**config.mk**
```make
export PLATFORM = sky130hd
export DESIGN_NAME = gravity_tilt_angle_checker_core
export DESIGN_NICKNAME = d
export VERILOG_FILES = /design/src/design/gtac_pkg.sv /design/src/design/gtac_cordic.sv /design/src/design/gravity_tilt_angle_checker_core.sv
export SDC_FILE = /design/constraint.sdc
export NUM_CORES = 2
export LEC_CHECK = 0
export CAP_MARGIN = 25
export CELL_PAD_IN_SITES_DETAIL_PLACEMENT = 0
export CELL_PAD_IN_SITES_GLOBAL_PLACEMENT = 2
export CORE_ASPECT_RATIO = 1.2
export CORE_UTILIZATION = 40
export DETAILED_ROUTE_END_ITERATION = 6
export DONT_BUFFER_PORTS = 1
export MAX_ROUTING_LAYER = met4
export PLACE_DENSITY = 0.9
export SLEW_MARGIN = 25
export SYNTH_ARGS = -nofsm -noshare
export SYNTH_HDL_FRONTEND = slang
export SYNTH_SLANG_ARGS = --single-unit
```
**constraint.sdc**
```tcl
create_clock -name i_clk -period 21.9 [get_ports i_clk]
set_input_delay 4.38 -clock i_clk [delete_from_list [all_inputs] [get_ports i_clk]]
set_output_delay 4.38 -clock i_clk [all_outputs]
set_load 0.005 [all_outputs]
```
**src/design/gtac_pkg.sv**
```systemverilog
// Package: types, constants and the CORDIC angle table of the tilt checker.
package gtac_pkg;
    localparam int CORDIC_ITERATIONS_DEF = 16;
    localparam int COUNTER_WIDTH_DEF     = 16;
    localparam int ANG_TABLE_LEN         = 24;
    localparam int ACC_W                 = 25;
    localparam int CW                    = 26;
    localparam int MAG_W                 = 34;

    localparam logic [1:0] ST_VALID  = 2'd0;
    localparam logic [1:0] ST_WINDOW = 2'd1;
    localparam logic [1:0] ST_FAILED = 2'd2;

    localparam logic [1:0] REG_WIN_LOW  = 2'd0;
    localparam logic [1:0] REG_WIN_HIGH = 2'd1;
    localparam logic [1:0] REG_FLIP     = 2'd2;
    localparam logic [1:0] REG_MAX_ATT  = 2'd3;

    typedef struct packed {
        logic signed [15:0] grav_x;
        logic signed [15:0] grav_y;
        logic signed [15:0] grav_z;
        logic               read_failed;
    } t_in_item;

    typedef struct packed {
        logic [1:0]         status;
        logic signed [15:0] roll_angle;
        logic signed [15:0] pitch_angle;
        logic               read_done;
        logic               limit_hit;
        logic [15:0]        limit_errors;
    } t_out_item;

    typedef struct packed {
        logic [1:0]  index;
        logic [11:0] data;
    } t_cfg_write;

    function automatic logic signed [ACC_W-1:0] atan_q8(input logic [4:0] i);
        logic signed [ACC_W-1:0] v;
        unique case (i)
            5'd0:  v = 25'sd1152000;
            5'd1:  v = 25'sd680065;
            5'd2:  v = 25'sd359328;
            5'd3:  v = 25'sd182400;
            5'd4:  v = 25'sd91554;
            5'd5:  v = 25'sd45822;
            5'd6:  v = 25'sd22916;
            5'd7:  v = 25'sd11459;
            5'd8:  v = 25'sd5730;
            5'd9:  v = 25'sd2865;
            5'd10: v = 25'sd1432;
            5'd11: v = 25'sd716;
            5'd12: v = 25'sd358;
            5'd13: v = 25'sd179;
            5'd14: v = 25'sd90;
            5'd15: v = 25'sd45;
            5'd16: v = 25'sd22;
            5'd17: v = 25'sd11;
            5'd18: v = 25'sd6;
            5'd19: v = 25'sd3;
            5'd20: v = 25'sd1;
            5'd21: v = 25'sd1;
            default: v = '0;
        endcase
        return v;
    endfunction
endpackage

```
**src/design/gtac_cordic.sv**
```systemverilog
// Vectoring CORDIC atan2 unit, one iteration per cycle.
module gtac_cordic #(
    parameter int ITERS = gtac_pkg::CORDIC_ITERATIONS_DEF
) (
    input  logic                i_clk,
    input  logic                i_rst_n,
    input  logic                i_start,
    input  logic signed [15:0]  i_num,
    input  logic signed [15:0]  i_den,
    output logic                o_done,
    output logic signed [15:0]  o_angle
);
    import gtac_pkg::*;

    localparam int N = (ITERS > ANG_TABLE_LEN) ? ANG_TABLE_LEN : ITERS;

    logic                    r_busy, n_busy;
    logic [4:0]              r_i, n_i;
    logic signed [CW-1:0]    r_x, n_x, r_y, n_y;
    logic signed [ACC_W-1:0] r_acc, n_acc;
    logic                    r_done, n_done;
    logic signed [15:0]      r_ang, n_ang;
    logic signed [CW-1:0]    x0, y0, dx, dy;
    logic signed [ACC_W-1:0] rnd;

    always_comb begin
        n_busy = r_busy;
        n_i    = r_i;
        n_x    = r_x;
        n_y    = r_y;
        n_acc  = r_acc;
        n_done = 1'b0;
        n_ang  = r_ang;
        x0 = CW'(i_den) <<< 8;
        y0 = CW'(i_num) <<< 8;
        dx = r_y >>> r_i;
        dy = r_x >>> r_i;
        rnd = (r_acc + ACC_W'(128)) >>> 8;
        if (i_start) begin
            n_i = '0;
            if (i_num == 0 && i_den == 0) begin
                n_done = 1'b1;
                n_ang  = '0;
            end else begin
                n_busy = 1'b1;
                if (i_den < 0) begin
                    n_x   = -x0;
                    n_y   = -y0;
                    n_acc = (i_num >= 0) ? 25'sd4608000 : -25'sd4608000;
                end else begin
                    n_x   = x0;
                    n_y   = y0;
                    n_acc = '0;
                end
            end
        end else if (r_busy) begin
            if (r_i == 5'(N)) begin
                n_busy = 1'b0;
                n_done = 1'b1;
                if (rnd > 25'sd18000) n_ang = 16'sd18000;
                else if (rnd < -25'sd18000) n_ang = -16'sd18000;
                else n_ang = 16'(rnd);
            end else begin
                n_i = r_i + 5'd1;
                if (r_y >= 0) begin
                    n_x = r_x + dx;
                    n_y = r_y - dy;
                    n_acc = r_acc + atan_q8(r_i);
                end else begin
                    n_x = r_x - dx;
                    n_y = r_y + dy;
                    n_acc = r_acc - atan_q8(r_i);
                end
            end
        end
    end

    always_ff @(posedge i_clk) begin
        if (!i_rst_n) begin
            r_busy <= 1'b0;
            r_done <= 1'b0;
        end else begin
            r_busy <= n_busy;
            r_done <= n_done;
        end
        r_i   <= n_i;
        r_x   <= n_x;
        r_y   <= n_y;
        r_acc <= n_acc;
        r_ang <= n_ang;
    end

    assign o_done  = r_done;
    assign o_angle = r_ang;
endmodule

```
**src/design/gravity_tilt_angle_checker_core.sv**
```systemverilog
// Top level: gravity tilt angle checker with magnitude window and read tracking.
// A failed read skips the magnitude check; a sample outside the window is rejected after the
// bit-serial squared magnitude, and an accepted one then runs the CORDIC for roll and pitch.
// Throughput: one item at a time; the shared CORDIC unit and serial squarer set it.
// The next item may be taken while the result still waits in the output register.
// Reset (i_rst_n low, synchronous) restores the register defaults and clears counters.
module gravity_tilt_angle_checker_core #(
    parameter int CORDIC_ITERATIONS = gtac_pkg::CORDIC_ITERATIONS_DEF,
    parameter int COUNTER_WIDTH     = gtac_pkg::COUNTER_WIDTH_DEF
) (
    input  logic                 i_clk,
    input  logic                 i_rst_n,
    input  logic                 i_in_valid,
    output logic                 o_in_ready,
    input  gtac_pkg::t_in_item   i_in_data,
    output logic                 o_out_valid,
    input  logic                 i_out_ready,
    output gtac_pkg::t_out_item  o_out_data,
    input  logic                 i_cfg_valid,
    output logic                 o_cfg_ready,
    input  gtac_pkg::t_cfg_write i_cfg_data
);
    import gtac_pkg::*;

    typedef enum logic [5:0] {
        S_IDLE  = 6'b000001,
        S_MAG   = 6'b000010,
        S_ROLL  = 6'b000100,
        S_PITCH = 6'b001000,
        S_FIN   = 6'b010000,
        S_HOLD  = 6'b100000
    } t_state;

    t_state r_state, n_state;

    // configuration registers
    logic [11:0] r_win_lo, r_win_hi;
    logic        r_flip;
    logic [5:0]  r_max_att;

    // read tracking
    logic [5:0]               r_att;
    logic [COUNTER_WIDTH-1:0] r_errs;

    // captured sample
    t_in_item r_item;

    // serial squarer: one multiplier bit per cycle over 16 bits of |x|,|y|,|z|
    logic [15:0]      r_ax, r_ay, r_az;   // shifting multiplier bits
    logic [15:0]      r_mx, r_my, r_mz;   // multiplicands
    logic [MAG_W-1:0] r_mag;
    logic [4:0]       r_bit;

    // outputs
    logic      r_out_valid;
    t_out_item r_out;
    logic [1:0]         r_status;
    logic signed [15:0] r_roll;

    // cordic
    logic               c_start;
    logic signed [15:0] c_num, c_den;
    logic               c_done;
    logic signed [15:0] c_ang;

    logic [15:0] abs_x, abs_y, abs_z;
    logic [23:0] lo2, hi2;
    logic [5:0]  cnt, lim;
    logic        done_f, hit_f;
    logic [MAG_W-1:0] part;

    gtac_cordic #(.ITERS(CORDIC_ITERATIONS)) u_cordic (
        .i_clk   (i_clk),
        .i_rst_n (i_rst_n),
        .i_start (c_start),
        .i_num   (c_num),
        .i_den   (c_den),
        .o_done  (c_done),
        .o_angle (c_ang)
    );

    assign o_cfg_ready = 1'b1;
    // a result parked in r_out does not block the next sample; S_FIN waits for it
    assign o_in_ready  = (r_state == S_IDLE) || (r_state == S_HOLD);

    always_comb begin
        abs_x = i_in_data.grav_x[15] ? 16'(-i_in_data.grav_x) : i_in_data.grav_x;
        abs_y = i_in_data.grav_y[15] ? 16'(-i_in_data.grav_y) : i_in_data.grav_y;
        abs_z = i_in_data.grav_z[15] ? 16'(-i_in_data.grav_z) : i_in_data.grav_z;
        // window squares: 12x12 multiplies, small
        lo2 = 24'(r_win_lo) * 24'(r_win_lo);
        hi2 = 24'(r_win_hi) * 24'(r_win_hi);
        part = (r_ax[0] ? (MAG_W'(r_mx) << r_bit) : '0)
             + (r_ay[0] ? (MAG_W'(r_my) << r_bit) : '0)
             + (r_az[0] ? (MAG_W'(r_mz) << r_bit) : '0);
        cnt = r_att + 6'd1;
        lim = (r_max_att == 6'd0) ? 6'd1 : r_max_att;
        done_f = (r_status == ST_VALID) || (cnt >= lim);
        hit_f  = (cnt >= lim) && (cnt > 6'd1);
        c_start = 1'b0;
        c_num = r_item.grav_y;
        c_den = r_item.grav_z;
        n_state = r_state;
        unique case (r_state)
            S_IDLE, S_HOLD: begin
                if (i_in_valid && o_in_ready) n_state = S_MAG;
            end
            S_MAG: begin
                if (r_item.read_failed) n_state = S_FIN;
                else if (r_bit == 5'd16) begin
                    if (r_mag > MAG_W'(lo2) && r_mag < MAG_W'(hi2)) begin
                        n_state = S_ROLL;
                        c_start = 1'b1;
                    end else begin
                        n_state = S_FIN;
                    end
                end
            end
            S_ROLL: begin
                if (c_done) begin
                    n_state = S_PITCH;
                    c_start = 1'b1;
                    c_num = r_item.grav_x;
                end
            end
            S_PITCH: if (c_done) n_state = S_FIN;
            S_FIN:   if (!r_out_valid) n_state = S_HOLD;
            default: n_state = S_IDLE;
        endcase
    end

    always_ff @(posedge i_clk) begin
        if (!i_rst_n) begin
            r_state     <= S_IDLE;
            r_win_lo    <= 12'd970;
            r_win_hi    <= 12'd990;
            r_flip      <= 1'b1;
            r_max_att   <= 6'd20;
            r_att       <= '0;
            r_errs      <= '0;
            r_out_valid <= 1'b0;
        end else begin
            r_state <= n_state;
            if (i_cfg_valid) begin
                unique case (i_cfg_data.index)
                    REG_WIN_LOW:  r_win_lo  <= i_cfg_data.data;
                    REG_WIN_HIGH: r_win_hi  <= i_cfg_data.data;
                    REG_FLIP:     r_flip    <= i_cfg_data.data[0];
                    REG_MAX_ATT:  r_max_att <= i_cfg_data.data[5:0];
                endcase
            end
            if (o_out_valid && i_out_ready) r_out_valid <= 1'b0;
            if (r_state == S_FIN && !r_out_valid) begin
                r_out_valid <= 1'b1;
                r_att <= done_f ? 6'd0 : cnt;
                if (hit_f && r_errs != {COUNTER_WIDTH{1'b1}}) r_errs <= r_errs + 1'b1;
            end
        end
    end

    // datapath registers, no reset needed
    always_ff @(posedge i_clk) begin
        if (i_in_valid && o_in_ready) begin
            r_item   <= i_in_data;
            r_ax <= abs_x; r_ay <= abs_y; r_az <= abs_z;
            r_mx <= abs_x; r_my <= abs_y; r_mz <= abs_z;
            r_mag    <= '0;
            r_bit    <= '0;
            r_status <= i_in_data.read_failed ? ST_FAILED : ST_WINDOW;
            r_roll   <= '0;
        end else if (r_state == S_MAG && r_bit != 5'd16) begin
            r_mag <= r_mag + part;
            r_ax <= r_ax >> 1; r_ay <= r_ay >> 1; r_az <= r_az >> 1;
            r_bit <= r_bit + 5'd1;
        end
        if (r_state == S_ROLL && c_done) begin
            r_roll   <= r_flip ? 16'(-c_ang) : c_ang;
            r_status <= ST_VALID;
        end
        if (r_state == S_FIN && !r_out_valid) begin
            r_out.status      <= r_status;
            r_out.roll_angle  <= (r_status == ST_VALID) ? r_roll : 16'sd0;
            r_out.pitch_angle <= (r_status == ST_VALID) ? c_ang : 16'sd0;
            r_out.read_done   <= done_f;
            r_out.limit_hit   <= hit_f;
            if (COUNTER_WIDTH > 16) begin
                r_out.limit_errors <= 16'hFFFF;
                if ((hit_f && r_errs != {COUNTER_WIDTH{1'b1}} ? r_errs + 1'b1 : r_errs)
                    <= COUNTER_WIDTH'(16'hFFFF))
                    r_out.limit_errors <= 16'(hit_f && r_errs != {COUNTER_WIDTH{1'b1}}
                                              ? r_errs + 1'b1 : r_errs);
            end else begin
                r_out.limit_errors <= 16'(hit_f && r_errs != {COUNTER_WIDTH{1'b1}}
                                          ? r_errs + 1'b1 : r_errs);
            end
        end
    end

    assign o_out_valid = r_out_valid;
    assign o_out_data  = r_out;
endmodule

```
* Word level (Yosys, flattened, before mapping)
Memories as Yosys holds them, arrays and structs flattened. A register that Yosys moved wholly into a read port is not among the register bits. Index checks and enable logic that the tools add are counted.
Storage, ports and cells: output and inout port bits 55, memories kept 2, bits in read-only memories 1344, bits of input ports 68, register bits 414
Operators by class: multiplexer cells 81, shifts and indexed selects 5, equal/unequal tests 21, magnitude comparators 9, multipliers 2, bitwise gates (word level) 1, reduce and logical (&&, ||, !) cells 31, add/subtract/negate cells 20
Memories:
- (no name shown) | words 32, bits a word 21, read ports 1, clocked after memory_dff 1, write ports 0, line gtac_pkg.sv:42 | unique case (i)
- (no name shown) | words 32, bits a word 21, read ports 1, clocked after memory_dff 1, write ports 0, line gtac_pkg.sv:42
Operator list (count):
- two-way mux 25 bit | 15
- two-way mux 16 bit | 21
- two-way mux 26 bit | 12
- adder 34 bit | 3
- two-way mux 34 bit | 3
- left shift 16 x 5 -> 34 bit | 3
- zero test 32 bit | 2
- negation 16 bit | 4
- adder 26 bit | 2
- negation 24 -> 26 bit | 2
- >>> shifter 26 x 5 -> 26 bit | 2
- subtractor 26 bit | 2
- multiplier 12 x 12 -> 24 bit | 2
- two-way mux 6 bit | 8
- > comparator 34 x 24 -> 1 bit | 1
- < comparator 34 x 24 -> 1 bit | 1
- case mux 6 bit (5 select lines) | 1
- greater-or-equal comparator 26 x 1 -> 1 bit (second input constant) | 1
- adder 25 bit | 1
- adder 25 x 9 -> 25 bit (second input constant) | 1
- two-way mux 5 bit | 5
- subtractor 25 bit | 1
- > comparator 17 x 16 -> 1 bit (second input constant) | 1
- < comparator 17 x 16 -> 1 bit (second input constant) | 1
- other kinds (35) | 75

* Longest topological paths before layout
depth after elaboration 13, gate-level depth with buffers 40, gate-level depth less buffers 37

* Hierarchy
A second synthesis with hierarchy kept.
Second synthesis, totals: cell total of the unflattened synthesis 4709, area total of the unflattened synthesis 42723.5 µm²
By module, submodules not included:
- gravity_tilt_angle_checker_core | times used 1, cells each 3005, area each 28145.7 µm²
- gtac_cordic | times used 1, cells each 1704, area each 14577.7 µm²

* Worst setup path before layout
OpenSTA, ideal clock, no wires.
path kind register -> register, from register r_win_hi[11], to register u_cordic.r_acc[0] (enable), period minus slack after synthesis 11.718 ns, buffers on the path 4, slack 10.182 ns, cell stages (with the launch flop) 31, data arrival time 11.180 ns, library setup time 0.538 ns, cell sequence dfxtp_1 clkbuf_1 and2_1 fa_1 inv_1 fa_1 inv_1 fa_1 fa_1 inv_1 fa_1 inv_1 ha_1 and2_1 o21ai_0 o21ai_0 o41ai_1 o21a_1 nand3b_1 a31o_2 a21oi_1 xnor2_1 ha_1 a2111oi_0 o221ai_1 or4_1 o21a_1 clkbuf_1 clkbuf_1 buf_1 a21oi_1
Between the ends: word-level cells in the longest chain between the ends 9, elaborated cells between the ends (all ways) 11
RTL lines:
- start, declared | line gravity_tilt_angle_checker_core.sv:37 | logic [11:0] r_win_lo, r_win_hi;
- start signal, assigned | line gravity_tilt_angle_checker_core.sv:147 | REG_WIN_HIGH: r_win_hi <= i_cfg_data.data;
- multiplier 12 x 12 -> 24 bit (*) | line gravity_tilt_angle_checker_core.sv:92 | hi2 = 24'(r_win_hi) * 24'(r_win_hi);
- < comparator 34 x 24 -> 1 bit (*) | line gravity_tilt_angle_checker_core.sv:111 | if (r_mag > MAG_W'(lo2) && r_mag < MAG_W'(hi2)) begin
- logical AND 1 bit (*) | line gravity_tilt_angle_checker_core.sv:111
- two-way mux 1 bit (*) | line gravity_tilt_angle_checker_core.sv:111
- two-way mux 1 bit (*) | line gravity_tilt_angle_checker_core.sv:110 | else if (r_bit == 5'd16) begin
- two-way mux 1 bit (*) | line gravity_tilt_angle_checker_core.sv:109 | if (r_item.read_failed) n_state = S_FIN;
- case mux 1 bit (2 select lines) (*) | line gravity_tilt_angle_checker_core.sv:104 | unique case (r_state)
- != test 2 bit (no source line) or nonzero test 2 bit (tied branches)
- AND reduction 3 bit (no source line) (*)
- end signal, assigned | line gtac_cordic.sv:89 | r_acc <= n_acc;
- end, declared | line gtac_cordic.sv:20 | logic signed [ACC_W-1:0] r_acc, n_acc;
Mark *: on every way between the ends. The rest lies on a longest branch, timed or not. A chain may end at the register's enable or synchronous reset.

* Final worst setup path
from register r_win_hi[2], to register u_cordic.r_y[8] (enable)
Between the ends: word-level cells in the longest chain between the ends 9, elaborated cells between the ends (all ways) 11
RTL lines:
- multiplier 12 x 12 -> 24 bit (*) | line gravity_tilt_angle_checker_core.sv:92
- < comparator 34 x 24 -> 1 bit (*) | line gravity_tilt_angle_checker_core.sv:111
- logical AND 1 bit (*) | line gravity_tilt_angle_checker_core.sv:111
- two-way mux 1 bit (*) | line gravity_tilt_angle_checker_core.sv:111
- two-way mux 1 bit (*) | line gravity_tilt_angle_checker_core.sv:110
- two-way mux 1 bit (*) | line gravity_tilt_angle_checker_core.sv:109
- case mux 1 bit (2 select lines) (*) | line gravity_tilt_angle_checker_core.sv:104
- != test 2 bit (no source line) or nonzero test 2 bit (tied branches)
- AND reduction 3 bit (no source line) (*)
- end signal, assigned | line gtac_cordic.sv:88 | r_y <= n_y;
- end, declared | line gtac_cordic.sv:19 | logic signed [CW-1:0] r_x, n_x, r_y, n_y;
Marks and branches as above.

==> results.json <==
{
  "status": "finished with violations",
  "violations": "DRC",
  "power.leakage_nw": 19.1,
  "min_period_ps": 10810,
  "endpoint": "u_cordic.r_y[8]",
  "io_buffers": 0,
  "netlist.area_leader.share": 0.216,
  "synth_top_family_by_area": "adder cells",
  "worst_pin_slew_ps": 958,
  "io_pins": 123,
  "rr_worst_depth": 28,
  "critical_path_class": "flip-flop to flip-flop",
  "drt-total-wl_microns": 118000,
  "clk_pin_slew_ps": 60,
  "syn-cell-area_sq_um": 42100,
  "power_switching_mw": 1.60,
  "ant_nets": 0,
  "gp_congestion": 0.928,
  "crit_path_max_incr_delay_ps": 810,
  "worst-path-stages": 28,
  "max_freq_ghz": 0.0925,
  "insertion_delay_ps": 650,
  "yosys-top-cells-area": "edfxtp_1 22%, fa_1 11%, ha_1 8.9%",
  "utilization": 0.433,
  "fin_ws_ps": 11090,
  "synth.avg_cell_area_sq_um": 8.86,
  "ff2ff_setup_slack_ps": 11090,
  "grt_pass1_vias": 33000,
  "crit_fanout": 55,
  "core_sq_um": 105000,
  "initial_core_util": 0.403,
  "design_area_sq_um": 45300,
  "std_cell_rows": 130,
  "cp_common_cell": "fa_1",
  "cp_slowest_cell": "buf_4",
  "async_reset_ff_frac": 0,
  "muxShareOfSynthArea": 0.0679,
  "hold_class": "flip-flop to flip-flop",
  "finalClockSkew_ps": 30.2,
  "ys_seq_area_frac": 0.277,
  "yosys_register_bits": 432,
  "cp_top_family": "compound AO/OA/AOI/OAI gates",
  "vias": 33500,
  "final_common_cell": "nand2_1",
  "grt_pass1_wl_microns": 189000,
  "pre_cts_ws_ps": 11040,
  "dr.pass1.iters": 7,
  "p_sw_frac": 0.407,
  "maxCapViolations": 0,
  "timing.rr.end": "u_cordic.r_y[8]",
  "maxSlewViolCount": 0,
  "drc": 1,
  "yosysWarningCount": 0,
  "relSlewSlack": 0.359,
  "fin_crit_sh": 0.494,
  "synth_cell_types": 92,
  "clock_path_buffers": 3,
  "power.density_nw_per_um2": 87.1,
  "pwr-share-seq": 0.257,
  "cts_made_buffers": 52,
  "synth_edf_count": 303,
  "p_int_mw": 2.34,
  "cp-startpoint": "r_win_hi[2]",
  "finalHoldViolations": 0,
  "dp_hpwl_microns": 90700,
  "syn-num-nets": 5354,
  "grt.total_usage": 0.229,
  "critPathBufInv": 5,
  "die_y_microns": 357,
  "synthAdderAreaFrac": 0.200,
  "cp-end-kind": "flip-flop",
  "h-tree-depth": 2,
  "wl_per_cell_microns": 19.6,
  "area_growth_pct": 7.50,
  "post_cts_buffers": 0,
  "viasPerCell": 5.53,
  "setup-violations-final": 0,
  "power.total_mw": 3.94,
  "fin_nets": 5227,
  "gr-total-overflow": 0,
  "synthCells": 4753,
  "dp_cells": 5957,
  "dieWidth_microns": 298,
  "cts_root_buf": "clkbuf_16",
  "hold_buffers": 0,
  "synth_compound_area_frac": 0.139,
  "detail_route.iter0.violations": 2540,
  "antenna_found_initial": 2,
  "start_kind": "flip-flop",
  "synth_ff_type": "edfxtp_1",
  "synth_area_leader_cell": "edfxtp_1",
  "cts_resized": 0,
  "finalSetupTns_ps": 0,
  "yosys.area_share.simple": 0.188,
  "die_area_sq_um": 107000,
  "rsz0062_at_grt": "no",
  "layout_common_cells": "599 x nand2_1, 397 x nor2_1, 388 x inv_1",
  "synth_xor_area_frac": 0.0710,
  "drive_gt1_frac": 0.0640,
  "ir_drop_mv": 0.0812,
  "critPathRequiredTime_ps": 22160,
  "cts.sinks": 432,
  "holdWs_ps": 485,
  "p_clk_frac": 0.245,
  "fin_cells": 6059,
  "cts_tree": "yes",
  "critPathArrivalTime_ps": 11070,
  "comb_power_share": 0.498,
  "grt_max_degree": 89,
  "reg2reg_from": "r_win_hi[2]",
  "place_area_sq_um": 43300
}
cell families after synthesis:
| kind of cell | after synthesis |
|---|---|
| simple gates | 1682 |
| xor+xnor | 338 |
| compound gates | 920 |
| buf+inv | 618 |
| other cells | 1 |
| mux | 227 |
| flops | 432 |
| fa+ha+maj | 535 |
registers in the layout, indices dropped and copies added, names as in the netlist, 25 cells and up, named ones only:
name and count:
o_out_data 52, r_item 33, r_mag 34, u_cordic.r_acc 25
u_cordic.r_x 26, u_cordic.r_y 26
power by group through the flow:
stage	Clock [mW]	Combinational [mW]	Sequential, mW
6_report	0.965	1.96	1.01
5_1_grt	1.02	2.24	1.02
4_1_cts	0.992	1.98	1.02
3_5_place_dp	0	1.97	1.03
3_3_place_gp	0	1.93	1.03
2_1_floorplan	0	1.52	0.997
how the worst min path moves through the flow:
stage / slack, ps / from / end / cells past startpoint
finish: 490 / r_max_att[4] / r_max_att[4] / 2
CTS: 490 / r_max_att[4] / r_max_att[4] / 2
detailed placement: 470 / r_max_att[4] / r_max_att[4] / 2
global route: 530 / r_roll[8] / o_out_data[42] / 1
floorplan: 440 / r_max_att[4] / r_max_att[4] / 2
global placement: 460 / r_max_att[4] / r_max_att[4] / 2
cell type report:
class	count	area, sq um
fill	10300	59300
multi-input combinational	3703	28100
sequential	432	11700
tap	1386	1730
inverter	396	1500
clock buffer	56	1320
clock inverter	42	577
timing repair buffer	41	320
antenna	3	7.51
synthesized netlist by cell type (32+ instances only):
library cell and n:
a211oi_1 34, a21o_1 70, a21oi_1 266, and2_1 168, and3_1 32, buf_1 36
clkbuf_1 169, dfxtp_1 129, edfxtp_1 303, fa_1 233, ha_1 300, inv_1 390
mux2_2 63, mux2i_1 121, mux4_2 40, nand2_1 600, nand2b_1 44, nand3_1 103
nor2_1 397, nor2b_1 57, nor3_1 101, o21ai_0 222, o31ai_1 43, or3_1 42
xnor2_1 214, xor2_1 122
worst reg2reg max path, delay by kind of cell (launching register included):
| family | cells | cell delay, ps |
|---|---|---|
| adder cells (fa/ha/maj) | 7 | 2960 |
| buffers and inverters | 5 | 1500 |
| flip-flops | 1 | 680 |
| AO/OA/AOI/OAI | 9 | 3590 |
| AND/OR/NAND/NOR | 6 | 1600 |
| XOR/XNOR | 1 | 90 |
per-layer routing:
metal | part of all wire | global-route usage
met2 | 0.49 | 0.386
met5 | 0 | -
met1 | 0.44 | 0.291
met3 | 0.050 | 0.0269
met4 | 0.028 | 0.0610
Note: power is estimated with default switching activity, not from simulation.
